$ cat src/hdl/tga_rle_pkg.sv
// ============================================================================
// tga_rle_pkg
// Shared types, constants and the microcode table of the TGA pixel decoder.
// ============================================================================
package tga_rle_pkg;

    // Width of the pixel counters and of the pixel_count register.
    localparam int CountW = 24;
    localparam int CfgIdxW = 1;

    // Configuration register indexes.
    localparam logic [CfgIdxW-1:0] CFG_DECODE_MODE = 1'd0;
    localparam logic [CfgIdxW-1:0] CFG_PIXEL_COUNT = 1'd1;

    // Packet header fields.
    localparam int HdrRepeatBit = 7;
    localparam logic [6:0] HdrCountMask = 7'h7f;

    // Microprogram addresses.
    typedef enum logic [2:0] {
        S_FETCH   = 3'd0,
        S_CHECK   = 3'd1,
        S_HDRTEST = 3'd2,
        S_HDR     = 3'd3,
        S_CHTEST  = 3'd4,
        S_ACCUM   = 3'd5,
        S_ASSEMB  = 3'd6,
        S_EMIT    = 3'd7
    } t_step;

    // Jump conditions; a taken jump goes to the target, otherwise to the next step.
    typedef enum logic [2:0] {
        C_NEVER,
        C_ALWAYS,
        C_HALT,
        C_NOT_HDR,
        C_CH_EQ3,
        C_MORE
    } t_cond;

    typedef struct packed {
        logic  in_rd;     // wait for an input word and take it
        logic  chk_done;  // latch done when the count is reached
        logic  hdr_load;  // decode a packet header
        logic  acc;       // store one channel byte
        logic  asm_pix;   // complete the pixel and size the burst
        logic  emit;      // wait for the output register and load a result
        t_cond cond;
        t_step target;
    } t_ctrl;

    typedef struct packed {
        logic in_acc;
        logic out_load;
        logic halt;
        logic not_hdr;
        logic ch_eq3;
        logic more;
    } t_flags;

    function automatic t_ctrl ucode(input t_step step);
        t_ctrl cw;
        cw = '{in_rd: 1'b0, chk_done: 1'b0, hdr_load: 1'b0, acc: 1'b0,
               asm_pix: 1'b0, emit: 1'b0, cond: C_NEVER, target: S_FETCH};
        unique case (step)
            S_FETCH: begin
                cw.in_rd = 1'b1;
            end
            S_CHECK: begin
                cw.chk_done = 1'b1;
                cw.cond     = C_HALT;
                cw.target   = S_FETCH;
            end
            S_HDRTEST: begin
                cw.cond   = C_NOT_HDR;
                cw.target = S_CHTEST;
            end
            S_HDR: begin
                cw.hdr_load = 1'b1;
                cw.cond     = C_ALWAYS;
                cw.target   = S_FETCH;
            end
            S_CHTEST: begin
                cw.cond   = C_CH_EQ3;
                cw.target = S_ASSEMB;
            end
            S_ACCUM: begin
                cw.acc    = 1'b1;
                cw.cond   = C_ALWAYS;
                cw.target = S_FETCH;
            end
            S_ASSEMB: begin
                cw.asm_pix = 1'b1;
            end
            S_EMIT: begin
                // Falls through to S_FETCH by wrapping the step counter.
                cw.emit   = 1'b1;
                cw.cond   = C_MORE;
                cw.target = S_EMIT;
            end
            default: begin
                cw.cond   = C_ALWAYS;
                cw.target = S_FETCH;
            end
        endcase
        return cw;
    endfunction

endpackage

$ cat src/hdl/tga_rle_if.sv
// ============================================================================
// tga_rle_if
// Handshake channels of the TGA pixel decoder: byte input, results, config.
// ============================================================================
interface tga_rle_in_if;
    logic       valid;
    logic       ready;
    logic [7:0] data_byte;
    logic       image_start;

    modport source (output valid, output data_byte, output image_start, input ready);
    modport sink   (input valid, input data_byte, input image_start, output ready);
endinterface

interface tga_rle_out_if;
    logic        valid;
    logic        ready;
    logic [31:0] pixel_first;
    logic [31:0] pixel_second;
    logic [1:0]  pixels_valid;
    logic        last_of_burst;
    logic        image_done;

    modport source (output valid, output pixel_first, output pixel_second,
                    output pixels_valid, output last_of_burst, output image_done,
                    input ready);
    modport sink   (input valid, input pixel_first, input pixel_second,
                    input pixels_valid, input last_of_burst, input image_done,
                    output ready);
endinterface

interface tga_rle_cfg_if;
    logic                            valid;
    logic                            ready;
    logic [tga_rle_pkg::CfgIdxW-1:0] index;
    logic [tga_rle_pkg::CountW-1:0]  data;

    modport source (output valid, output index, output data, input ready);
    modport sink   (input valid, input index, input data, output ready);
endinterface

$ cat src/hdl/tga_rle_pixel_decoder.sv
// ============================================================================
// tga_rle_pixel_decoder
// Decodes raw or run-length encoded 32-bit TGA pixel data into pixel pairs.
// ============================================================================
//
//  Channel  | Direction | Word
//  ---------+-----------+---------------------------------------------------
//  i_byte   | in        | data_byte, image_start
//  o_pix    | out       | pixel_first, pixel_second, pixels_valid,
//           |           | last_of_burst, image_done
//  i_cfg    | in        | index (0 decode_mode, 1 pixel_count), data
//
// A microcode sequencer handles one input word at a time: fetch, check, then
// header load, channel store, or pixel assembly and one emit step per result
// (a run of n pixels gives ceil(n/2) results).
// Reset is synchronous and active low; it sets RLE mode and a pixel count of 1.
// A full output register that is not taken stalls the sequencer in its emit
// step, and no input word is taken until the burst has drained.
// The configuration channel is ready whenever reset is released.
module tga_rle_pixel_decoder (
    input  logic          i_clk,
    input  logic          i_rst_n,
    tga_rle_in_if.sink    i_byte,
    tga_rle_out_if.source o_pix,
    tga_rle_cfg_if.sink   i_cfg
);

    tga_rle_pkg::t_ctrl  ctrl;
    tga_rle_pkg::t_flags flags;

    tga_rle_seq u_seq (
        .i_clk   (i_clk),
        .i_rst_n (i_rst_n),
        .i_flags (flags),
        .o_ctrl  (ctrl)
    );

    tga_rle_dpath u_dpath (
        .i_clk   (i_clk),
        .i_rst_n (i_rst_n),
        .i_ctrl  (ctrl),
        .o_flags (flags),
        .i_byte  (i_byte),
        .o_pix   (o_pix),
        .i_cfg   (i_cfg)
    );

endmodule

$ cat src/hdl/tga_rle_seq.sv
// ============================================================================
// tga_rle_seq
// Step counter and microcode ROM: issues one control word per cycle.
// ============================================================================
module tga_rle_seq (
    input  logic                i_clk,
    input  logic                i_rst_n,
    input  tga_rle_pkg::t_flags i_flags,
    output tga_rle_pkg::t_ctrl  o_ctrl
);

    tga_rle_pkg::t_step r_step;
    tga_rle_pkg::t_step n_step;
    tga_rle_pkg::t_ctrl cw;
    logic               hold;
    logic               taken;

    always_comb begin
        cw = tga_rle_pkg::ucode(r_step);
    end

    always_comb begin
        unique case (cw.cond)
            tga_rle_pkg::C_NEVER:   taken = 1'b0;
            tga_rle_pkg::C_ALWAYS:  taken = 1'b1;
            tga_rle_pkg::C_HALT:    taken = i_flags.halt;
            tga_rle_pkg::C_NOT_HDR: taken = i_flags.not_hdr;
            tga_rle_pkg::C_CH_EQ3:  taken = i_flags.ch_eq3;
            tga_rle_pkg::C_MORE:    taken = i_flags.more;
            default:                taken = 1'b0;
        endcase
    end

    // A step that waits on a handshake holds until it completes.
    assign hold = (cw.in_rd && !i_flags.in_acc) || (cw.emit && !i_flags.out_load);

    always_comb begin
        if (hold) begin
            n_step = r_step;
        end else if (taken) begin
            n_step = cw.target;
        end else begin
            n_step = tga_rle_pkg::t_step'(r_step + 3'd1);
        end
    end

    always_ff @(posedge i_clk) begin
        if (!i_rst_n) begin
            r_step <= tga_rle_pkg::S_FETCH;
        end else begin
            r_step <= n_step;
        end
    end

    assign o_ctrl = cw;

endmodule

$ cat src/hdl/tga_rle_dpath.sv
// ============================================================================
// tga_rle_dpath
// Parser state, pixel assembly, counters and the output register.
// ============================================================================
module tga_rle_dpath (
    input  logic                i_clk,
    input  logic                i_rst_n,
    input  tga_rle_pkg::t_ctrl  i_ctrl,
    output tga_rle_pkg::t_flags o_flags,
    tga_rle_in_if.sink          i_byte,
    tga_rle_out_if.source       o_pix,
    tga_rle_cfg_if.sink         i_cfg
);

    localparam int CW = tga_rle_pkg::CountW;

    // Configuration.
    logic          r_mode;
    logic [CW-1:0] r_count;

    // Image state.
    logic          r_phase;    // 1 while packet pixels are expected
    logic          r_repeat;
    logic [7:0]    r_left;
    logic [1:0]    r_ch;
    logic [23:0]   r_partial;
    logic [CW-1:0] r_emitted;
    logic          r_done;

    // Working registers.
    logic [7:0]    r_byte;
    logic [31:0]   r_pixel;
    logic [7:0]    r_n;

    // Output register.
    logic          r_out_valid;
    logic [31:0]   r_out_first;
    logic [31:0]   r_out_second;
    logic [1:0]    r_out_nvalid;
    logic          r_out_last;
    logic          r_out_done;

    logic          in_acc;
    logic          out_load;
    logic          ge;
    logic [1:0]    take;
    logic [7:0]    n_rem;
    logic [CW-1:0] sum;
    logic          sum_ge;
    logic [CW-1:0] remaining;
    logic [7:0]    base;
    logic [7:0]    burst;
    logic [7:0]    left_dec;

    assign in_acc   = i_byte.valid && i_byte.ready;
    assign out_load = i_ctrl.emit && (!r_out_valid || o_pix.ready);
    assign ge       = r_emitted >= r_count;

    assign take   = (r_n >= 8'd2) ? 2'd2 : 2'd1;
    assign n_rem  = r_n - {6'd0, take};
    assign sum    = r_emitted + CW'(take);
    assign sum_ge = sum >= r_count;

    // Burst size: a repeat packet gives its run, anything else one pixel; either is clipped to the pixels still owed.
    assign remaining = r_count - r_emitted;
    always_comb begin
        if (r_mode && r_repeat) begin
            base = (r_left == 8'd0) ? 8'd1 : r_left;
        end else begin
            base = 8'd1;
        end
        if (remaining < CW'(base)) begin
            burst = remaining[7:0];
        end else begin
            burst = base;
        end
    end
    assign left_dec = (r_left != 8'd0) ? (r_left - 8'd1) : 8'd0;

    assign o_flags = '{in_acc: in_acc, out_load: out_load, halt: r_done || ge,
                       not_hdr: !(r_mode && !r_phase), ch_eq3: (r_ch == 2'd3),
                       more: (n_rem != 8'd0)};

    // Neither input channel takes a word while reset is held.
    assign i_byte.ready = i_ctrl.in_rd && i_rst_n;
    assign i_cfg.ready  = i_rst_n;

    always_ff @(posedge i_clk) begin
        if (!i_rst_n) begin
            r_mode  <= 1'b1;
            r_count <= CW'(1);
        end else if (i_cfg.valid) begin
            unique case (i_cfg.index)
                tga_rle_pkg::CFG_DECODE_MODE: r_mode  <= i_cfg.data[0];
                tga_rle_pkg::CFG_PIXEL_COUNT: r_count <= i_cfg.data;
                default: ;
            endcase
        end
    end

    always_ff @(posedge i_clk) begin
        if (!i_rst_n) begin
            r_phase   <= 1'b0;
            r_repeat  <= 1'b0;
            r_left    <= 8'd0;
            r_ch      <= 2'd0;
            r_partial <= 24'd0;
            r_emitted <= '0;
            r_done    <= 1'b0;
        end else begin
            if (i_ctrl.in_rd && in_acc && i_byte.image_start) begin
                r_phase   <= 1'b0;
                r_repeat  <= 1'b0;
                r_left    <= 8'd0;
                r_ch      <= 2'd0;
                r_partial <= 24'd0;
                r_emitted <= '0;
                r_done    <= 1'b0;
            end
            if (i_ctrl.chk_done && ge) begin
                r_done <= 1'b1;
            end
            if (i_ctrl.hdr_load) begin
                r_repeat  <= r_byte[tga_rle_pkg::HdrRepeatBit];
                r_left    <= {1'b0, r_byte[6:0] & tga_rle_pkg::HdrCountMask} + 8'd1;
                r_phase   <= 1'b1;
                r_ch      <= 2'd0;
                r_partial <= 24'd0;
            end
            if (i_ctrl.acc) begin
                r_partial <= r_partial | (24'(r_byte) << {r_ch, 3'b000});
                r_ch      <= r_ch + 2'd1;
            end
            if (i_ctrl.asm_pix) begin
                r_ch      <= 2'd0;
                r_partial <= 24'd0;
                if (r_mode) begin
                    if (r_repeat) begin
                        r_left  <= 8'd0;
                        r_phase <= 1'b0;
                    end else begin
                        r_left <= left_dec;
                        if (left_dec == 8'd0) begin
                            r_phase <= 1'b0;
                        end
                    end
                end
            end
            if (out_load) begin
                r_emitted <= sum;
                if (sum_ge) begin
                    r_done <= 1'b1;
                end
            end
        end
    end

    always_ff @(posedge i_clk) begin
        if (i_ctrl.in_rd && in_acc) begin
            r_byte <= i_byte.data_byte;
        end
        if (i_ctrl.asm_pix) begin
            r_pixel <= {r_byte, r_partial};
            r_n     <= burst;
        end
        if (out_load) begin
            r_n <= n_rem;
        end
    end

    always_ff @(posedge i_clk) begin
        if (!i_rst_n) begin
            r_out_valid <= 1'b0;
        end else if (out_load) begin
            r_out_valid <= 1'b1;
        end else if (o_pix.ready) begin
            r_out_valid <= 1'b0;
        end
    end

    always_ff @(posedge i_clk) begin
        if (out_load) begin
            r_out_first  <= r_pixel;
            r_out_second <= (take == 2'd2) ? r_pixel : 32'd0;
            r_out_nvalid <= take;
            r_out_last   <= (n_rem == 8'd0);
            r_out_done   <= r_done || sum_ge;
        end
    end

    assign o_pix.valid         = r_out_valid;
    assign o_pix.pixel_first   = r_out_first;
    assign o_pix.pixel_second  = r_out_second;
    assign o_pix.pixels_valid  = r_out_nvalid;
    assign o_pix.last_of_burst = r_out_last;
    assign o_pix.image_done    = r_out_done;

endmodule

$ cat src/flat_wrapper.sv
// flat-port wrapper written by rule: the top's interface ports become plain ports
module tga_rle_pixel_decoder_flat 
  (i_clk, i_rst_n, i_byte_valid, i_byte_data_byte, i_byte_image_start, i_byte_ready, o_pix_valid, o_pix_pixel_first, o_pix_pixel_second, o_pix_pixels_valid, o_pix_last_of_burst, o_pix_image_done, o_pix_ready, i_cfg_valid, i_cfg_index, i_cfg_data, i_cfg_ready);
  tga_rle_in_if i_byte_i ();
  tga_rle_out_if o_pix_i ();
  tga_rle_cfg_if i_cfg_i ();
  input  logic i_clk;
  input  logic i_rst_n;
  input wire logic [$bits(i_byte_i.valid)-1:0] i_byte_valid;
  input wire logic [$bits(i_byte_i.data_byte)-1:0] i_byte_data_byte;
  input wire logic [$bits(i_byte_i.image_start)-1:0] i_byte_image_start;
  output wire logic [$bits(i_byte_i.ready)-1:0] i_byte_ready;
  output wire logic [$bits(o_pix_i.valid)-1:0] o_pix_valid;
  output wire logic [$bits(o_pix_i.pixel_first)-1:0] o_pix_pixel_first;
  output wire logic [$bits(o_pix_i.pixel_second)-1:0] o_pix_pixel_second;
  output wire logic [$bits(o_pix_i.pixels_valid)-1:0] o_pix_pixels_valid;
  output wire logic [$bits(o_pix_i.last_of_burst)-1:0] o_pix_last_of_burst;
  output wire logic [$bits(o_pix_i.image_done)-1:0] o_pix_image_done;
  input wire logic [$bits(o_pix_i.ready)-1:0] o_pix_ready;
  input wire logic [$bits(i_cfg_i.valid)-1:0] i_cfg_valid;
  input wire logic [$bits(i_cfg_i.index)-1:0] i_cfg_index;
  input wire logic [$bits(i_cfg_i.data)-1:0] i_cfg_data;
  output wire logic [$bits(i_cfg_i.ready)-1:0] i_cfg_ready;
  assign i_byte_i.valid = i_byte_valid;
  assign i_byte_i.data_byte = i_byte_data_byte;
  assign i_byte_i.image_start = i_byte_image_start;
  assign i_byte_ready = i_byte_i.ready;
  assign o_pix_valid = o_pix_i.valid;
  assign o_pix_pixel_first = o_pix_i.pixel_first;
  assign o_pix_pixel_second = o_pix_i.pixel_second;
  assign o_pix_pixels_valid = o_pix_i.pixels_valid;
  assign o_pix_last_of_burst = o_pix_i.last_of_burst;
  assign o_pix_image_done = o_pix_i.image_done;
  assign o_pix_i.ready = o_pix_ready;
  assign i_cfg_i.valid = i_cfg_valid;
  assign i_cfg_i.index = i_cfg_index;
  assign i_cfg_i.data = i_cfg_data;
  assign i_cfg_ready = i_cfg_i.ready;
  tga_rle_pixel_decoder u_core (.i_clk(i_clk), .i_rst_n(i_rst_n), .i_byte(i_byte_i), .o_pix(o_pix_i), .i_cfg(i_cfg_i));
endmodule
$ cat config.mk
export PLATFORM = sky130hd
export DESIGN_NAME = tga_rle_pixel_decoder_flat
export DESIGN_NICKNAME = d
export VERILOG_FILES = /design/src/hdl/tga_rle_pkg.sv /design/src/hdl/tga_rle_if.sv /design/src/hdl/tga_rle_pixel_decoder.sv /design/src/hdl/tga_rle_seq.sv /design/src/hdl/tga_rle_dpath.sv /design/src/flat_wrapper.sv
export SDC_FILE = /design/constraint.sdc
export NUM_CORES = 1
export LEC_CHECK = 0
export BUFFER_PORTS_ARGS = -buffer_cell sky130_fd_sc_hd__buf_2
export CORE_MARGIN = 1
export CORE_UTILIZATION = 30
export DETAILED_ROUTE_END_ITERATION = 6
export GPL_ROUTABILITY_DRIVEN = 0
export PLACE_DENSITY = 0.46
export SLEW_MARGIN = 15
export SYNTH_ARGS = -nofsm -noshare
export SYNTH_HDL_FRONTEND = slang
export SYNTH_SLANG_ARGS = --single-unit
$ cat constraint.sdc
create_clock -name i_clk -period 5.9 [get_ports i_clk]
set_input_delay 0.295 -clock i_clk [delete_from_list [all_inputs] [get_ports i_clk]]
set_output_delay 0.295 -clock i_clk [all_outputs]
set_load 0.02 [all_outputs]
==> results.py, run 1 <==
metrics = {
    "yosys": {
        "syn_nets": 1213,
        "ys_seq_elements": 206,
        "yosysSeqAreaShare": 0.487,
        "ys_top_cells_by_area": "edfxtp_1 32%, dfxtp_1 17%, ha_1 8.0%",
        "ys_async_sr_fraction": 0,
        "synth_top_cell_by_area": "edfxtp_1",
        "ys_types": 85,
        "syn_area_um2": 10900,
        "yosys_warnings": 0,
        "ys.flop_type": "edfxtp_1",
        "yosysTopAreaCellShare": 0.321,
        "synth-edff-count": 116,
        "syn_avg_cell_area_um2": 9.85,
        "syn-instance-count": 1102,
    },
    "power_and_ir_drop": {
        "power.density_nw_per_um2": 283,
        "power.static_leakage_uw": 0.00481,
        "ir_drop_uv": 186,
        "total_power_uw": 3650,
    },
    "global_routing": {
        "grt_start_max_net_pins": 54,
        "gr-total-overflow": 0,
        "grt_pass1_wl_um": 43100,
        "first_global_vias": 8099,
        "grt_usage": 0.148,
        "antenna_found_initial": 0,
    },
    "drt": {
        "wl_met3_um": 1160,
        "drc_errors": 0,
        "drtAntennaViolNets": 0,
        "drt-vias-per-instance": 4.85,
        "wl_met2_um": 12200,
        "detailedRoute.firstPassIterationCount": 5,
        "drt-total-wl_um": 27300,
        "routedWlPerCell_um": 16.0,
        "wl_met1_um": 13300,
        "dr.max_layer_used": "met4",
        "drtIter0Drc": 426,
        "vias": 8265,
    },
    "floorplan": {
        "core_um2": 35600,
        "initial_core_util": 0.305,
        "die_y_um": 192,
        "die_area_um2": 36900,
        "die_w_um": 192,
        "num_rows": 69,
        "ioPinCount": 110,
    },
    "timing": {
        "rsz0062_at_grt": "no",
        "fin_tns_setup_ns": 0,
        "fin_crit_sh": 0.900,
        "fmaxAchievable_mhz": 188,
        "worst_clock_skew_ns": 0.00978,
        "finalHoldViolations": 0,
        "worst_slew_pin_slew_ns": 1.07,
        "finalSetupViolCount": 0,
        "drv_slew": 0,
        "period_minus_slack_ns": 5.31,
        "slew_headroom": 0.281,
    },
    "worst_setup_path": {
        "crit_chain": "or4_1 > or4_1 > inv_1 > ha_1 > inv_1 > fa_1 > or3_1 > nor4_4 > nand3_1 > nor3_1 > nand4_1 > xnor2_1 > ha_1 > a21o_1 > a21oi_1 > o21ai_0 > a21o_1 > or2_2",
        "required_ns": 6.19,
        "path_class": "register to register",
        "crit_slowest_cell": "or4_1",
        "crit_fanout": 5,
        "crit_path_start_kind": "register",
        "crit_arrival_ns": 5.59,
        "r2r_cells": 18,
        "cpPeakStageDelay_ns": 0.55,
        "worst_setup_path_end_kind": "register",
    },
    "min_path": {
        "hold_class": "primary input to register",
        "hold_path_depth": 3,
    },
    "clock_network": {
        "holdBufCountCts": 26,
        "cts_setup_buffers": 0,
        "htreeDepth": 1,
        "cts_tree": "done",
        "cts_resized": 0,
        "clock_latency_ns": 0.54,
        "clockBufferDepth": 3,
        "cts-root-buf": "clkbuf_16",
        "cts_made_buffers": 25,
        "path_clk_slew_ns": 0.06,
        "clock-sinks": 206,
    },
    "status": {
        "status": "completed",
    },
    "finish": {
        "design_area_um2": 12900,
        "layout_commonest_cell": "nand2_1",
        "multi_input_area_um2": 5060,
        "seqCellArea_um2": 5290,
        "diodes": 0,
        "syn_to_final_growth_pct": 19.1,
        "fin_nets": 1336,
        "drive_gt1_frac": 0.150,
        "fillers": 3612,
        "final_cell_mix": "131 x nand2_1, 116 x edfxtp_1, 109 x buf_2, 90 x dfxtp_1, 89 x nor2_1",
    },
    "placement": {
        "numPortBuffers": 109,
        "detailed_place.area_um2": 11800,
        "dpl.hpwl_um": 19800,
    },
    "run": {
        "max-cap-violations": 0,
    },
}
==> worst paths after layout <==
path,start,to,slack (ns)
max,u_core.u_dpath.r_n[3]$_DFFE_PP_,u_core.u_dpath.o_pix.image_done$_DFFE_PP_,0.59
min reg2reg,u_core.u_dpath.r_partial[15]$_SDFFE_PP0P_,u_core.u_dpath.r_pixel[15]$_DFFE_PP_,0.42
min,i_cfg_data[8],u_core.u_dpath.r_count[8]$_SDFFE_PN0P_,0.02
max reg2reg,u_core.u_dpath.r_n[3]$_DFFE_PP_,u_core.u_dpath.o_pix.image_done$_DFFE_PP_,0.59
==> logic make-up after synthesis <==
group / after synthesis / share of synthesized area
muxes: 10 / 0.0100
DFF: 206 / 0.487
buffers and inverters: 117 / 0.0469
and+or+nand+nor: 401 / 0.181
xor gates and xnor gates: 48 / 0.0387
AOI/OAI and AO/OA: 248 / 0.151
adders and majority gates: 72 / 0.0851
==> flip-flops by register name, summed over array words and instances (netlist names), 2 cells and up <==
register,count
u_core.u_dpath.r_n,8
u_core.u_dpath.r_count,24
u_core.u_dpath.r_partial,24
u_core.u_dpath.r_pixel,32
u_core.u_dpath.r_emitted,24
u_core.u_dpath.o_pix.pixels_valid,2
u_core.u_dpath.o_pix.pixel_second,32
u_core.u_dpath.r_ch,2
u_core.u_seq.r_step,3
u_core.u_dpath.o_pix.pixel_first,32
u_core.u_dpath.r_left,8
u_core.u_dpath.r_byte,8
==> metrics by stage <==
step	setup WS (ns)	cells	hold slack (ns)	utilization
floorplan	0.764	1102	0.394	-
global placement	0.564	1633	0.415	0.332
detailed placement	0.548	1633	0.416	0.332
CTS	0.520	1705	0.000408	0.363
global route	0.241	1705	0.0227	0.363
finish	0.591	1705	0.0219	0.363
==> critical path, delay by kind of cell (launching register included) <==
family / cells / cell delay, ns
flip-flops: 1 / 0.43
adder cells (fa/ha/maj): 3 / 0.86
AO/OA/AOI/OAI: 4 / 0.55
XOR/XNOR: 1 / 0.21
buffers and inverters: 2 / 0.16
AND/OR/NAND/NOR: 8 / 2.86
==> area by class of cell <==
cell class / instances / area share
Tap cell: 461 / 0.0446
Clock buffer: 28 / 0.0493
Clock inverter: 18 / 0.0181
Timing Repair Buffer: 143 / 0.0670
Multi-Input combinational cell: 779 / 0.392
Sequential cell: 206 / 0.409
Inverter: 70 / 0.0204
==> power by group <==
group	switching, uW	internal (uW)	total (uW)
Combinational	272	189	460
Clock	613	1000	1610
Sequential	46.4	1530	1580
Total	931	2720	3650
==> cell usage after synthesis (all sizes together), types with 3 or more instances <==
library cell,number
nand2,131
edfxtp,116
dfxtp,90
nor2,90
a21oi,87
ha,69
inv,68
and2,42
o21ai,38
xnor2,37
clkbuf,33
nand3,31
nor3,27
a21boi,24
nand4,23
a21o,20
buf,14
a211oi,13
and3,12
xor2,11
nor4,9
a22oi,8
nand2b,8
o211ai,8
a31oi,6
mux2i,6
o21a,6
o22ai,6
a211o,4
mux2,4
nand3b,4
nor2b,4
nor3b,4
or3,4
fa,3
nor4b,3
o21bai,3
o221ai,3
or2,3
or4,3
==> layer usage <==
layer  vias to the layer above  track usage
met1                      3865        0.201
li1                       4189            -
met5                         -            0
met2                       171        0.243
met4                         0       0.0409
met3                        40       0.0212
Power figures use the tool's default switching activity.
==> inputs of run 2 (changes only) <==
--- a/config.mk
+++ b/config.mk
@@ -11,6 +11,7 @@
 export DETAILED_ROUTE_END_ITERATION = 6
 export GPL_ROUTABILITY_DRIVEN = 0
 export PLACE_DENSITY = 0.46
+export REMOVE_ABC_BUFFERS = 1
 export SLEW_MARGIN = 15
 export SYNTH_ARGS = -nofsm -noshare
 export SYNTH_HDL_FRONTEND = slang
==> results.py, run 2 (synthesis gave the netlist of run 1 again) <==
metrics = {
    "status": {
        "status": "completed",
    },
    "clock_network": {
        "clockBufferDepth": 3,
        "htreeDepth": 1,
        "path_clk_slew_ns": 0.06,
        "cts_tree": "done",
        "clock_latency_ns": 0.52,
        "cts_setup_buffers": 0,
        "cts_made_buffers": 24,
        "cts-root-buf": "clkbuf_16",
        "clock-sinks": 206,
    },
    "timing": {
        "finalSetupViolCount": 0,
        "slew_headroom": 0.412,
        "worst_slew_pin_slew_ns": 0.880,
        "drv_slew": 0,
        "fin_crit_sh": 0.918,
        "period_minus_slack_ns": 5.41,
        "worst_clock_skew_ns": 0.0213,
        "fmaxAchievable_mhz": 185,
        "rsz0062_at_grt": "no",
        "finalHoldViolations": 0,
        "fin_tns_setup_ns": 0,
    },
    "global_routing": {
        "antenna_found_initial": 0,
        "top_usage_layer": "met2",
        "groute.layer.met3.usage": 0.0219,
        "gr-total-overflow": 0,
        "grt_start_max_net_pins": 54,
        "use_met2": 0.253,
        "first_global_vias": 7914,
        "grt_usage": 0.147,
        "use_met1": 0.193,
        "grt_pass1_wl_um": 42900,
    },
    "finish": {
        "layout_commonest_cell": "nand2_1",
        "syn_to_final_growth_pct": 17.6,
        "final_cell_mix": "131 x nand2_1, 116 x edfxtp_1, 109 x buf_2, 90 x dfxtp_1, 89 x nor2_1",
        "diodes": 0,
        "drive_gt1_frac": 0.144,
        "fin_nets": 1334,
        "post-route-util": 0.359,
    },
    "power_and_ir_drop": {
        "power.density_nw_per_um2": 267,
        "power.static_leakage_uw": 0.00474,
        "ir_drop_uv": 174,
    },
    "floorplan": {
        "core_um2": 35600,
        "die_y_um": 192,
        "die_w_um": 192,
        "initial_core_util": 0.305,
        "ioPinCount": 110,
        "num_rows": 69,
        "die_area_um2": 36900,
    },
    "worst_setup_path": {
        "required_ns": 6.18,
        "worst_setup_path_end_kind": "register",
        "crit_fanout": 6,
        "path_class": "register to register",
        "crit_arrival_ns": 5.70,
        "crit_path_start_kind": "register",
        "r2r_cells": 18,
    },
    "min_path": {
        "hold_path_depth": 3,
        "hold_class": "primary input to register",
    },
    "drt": {
        "vias": 8180,
        "drtIter0Drc": 425,
        "drt-total-wl_um": 26600,
        "drt-vias-per-instance": 4.81,
        "drtAntennaViolNets": 0,
        "detailedRoute.firstPassIterationCount": 5,
        "drc_errors": 0,
        "routedWlPerCell_um": 15.6,
    },
    "placement": {
        "numPortBuffers": 109,
        "dpl.hpwl_um": 19300,
    },
    "run": {
        "max-cap-violations": 0,
    },
}
## run 2: per-layer routing
layer / up-vias / share of wire
met3: 29 / 0.039
met4: 0 / 0.018
met5: - / 0
li1: 4182 / -
met1: 3828 / 0.47
met2: 141 / 0.47
## run 2: report_power, final
part / switching (uW) / internal, uW
clock network: 573 / 799
registers: 40.0 / 1530
logic: 270 / 188
## run 2: through the flow
| stage | cell area, um^2 | hold slack [ns] | worst slack (ns) | power (uW) | instances |
|---|---|---|---|---|---|
| 3_5_place_dp | 11800 | 0.417 | 0.478 | 2050 | 1634 |
| 3_3_place_gp | 11800 | 0.414 | 0.509 | 2050 | 1634 |
| 2_1_floorplan | 10600 | 0.357 | 0.688 | 1920 | 1055 |
| 4_1_cts | 12800 | 0.000146 | 0.471 | 3470 | 1702 |
| 6_report | 12800 | 0.0211 | 0.485 | 3400 | 1702 |
| 5_1_grt | 12800 | 0.0170 | 0.141 | 3580 | 1702 |
## run 2: worst paths after layout
| check | startpoint | to | slack, ns |
|---|---|---|---|
| max | u_core.u_dpath.r_n[3]$_DFFE_PP_ | u_core.u_dpath.o_pix.image_done$_DFFE_PP_ | 0.49 |
| min | i_cfg_data[7] | u_core.u_dpath.r_count[7]$_SDFFE_PN0P_ | 0.02 |
| min reg2reg | u_core.u_dpath.r_partial[16]$_SDFFE_PP0P_ | u_core.u_dpath.r_pixel[16]$_DFFE_PP_ | 0.42 |
| max reg2reg | u_core.u_dpath.r_n[3]$_DFFE_PP_ | u_core.u_dpath.o_pix.image_done$_DFFE_PP_ | 0.49 |
## run 2: final cells by class
class | count | area [um^2]
inverter | 70 | 264
tap | 461 | 577
clock inverter | 10 | 90.1
clock buffer | 34 | 638
multi-input combinational | 779 | 5060
fill | 3651 | 22800
sequential | 206 | 5290
timing repair buffer | 142 | 853
## run 2: what timing repair did
item / CTS / global route
endpoints found under the hold margin: 24 / 0
hold buffers: 24 / 0
gates resized for setup: 0 / 0
## run 2: critical path: stages, from the launching register on
cell	delay (ns)
edfxtp_1	0.43
or4_1	0.55
or4_1	0.43
inv_1	0.21
ha_1	0.21
inv_1	0.05
fa_1	0.45
or3_1	0.41
nor4_4	0.42
nand3_1	0.21
nor3_1	0.31
nand4_1	0.15
xnor2_1	0.23
ha_1	0.28
a21o_1	0.16
a21oi_1	0.12
o21ai_0	0.09
a21o_1	0.17
or2_2	0.26
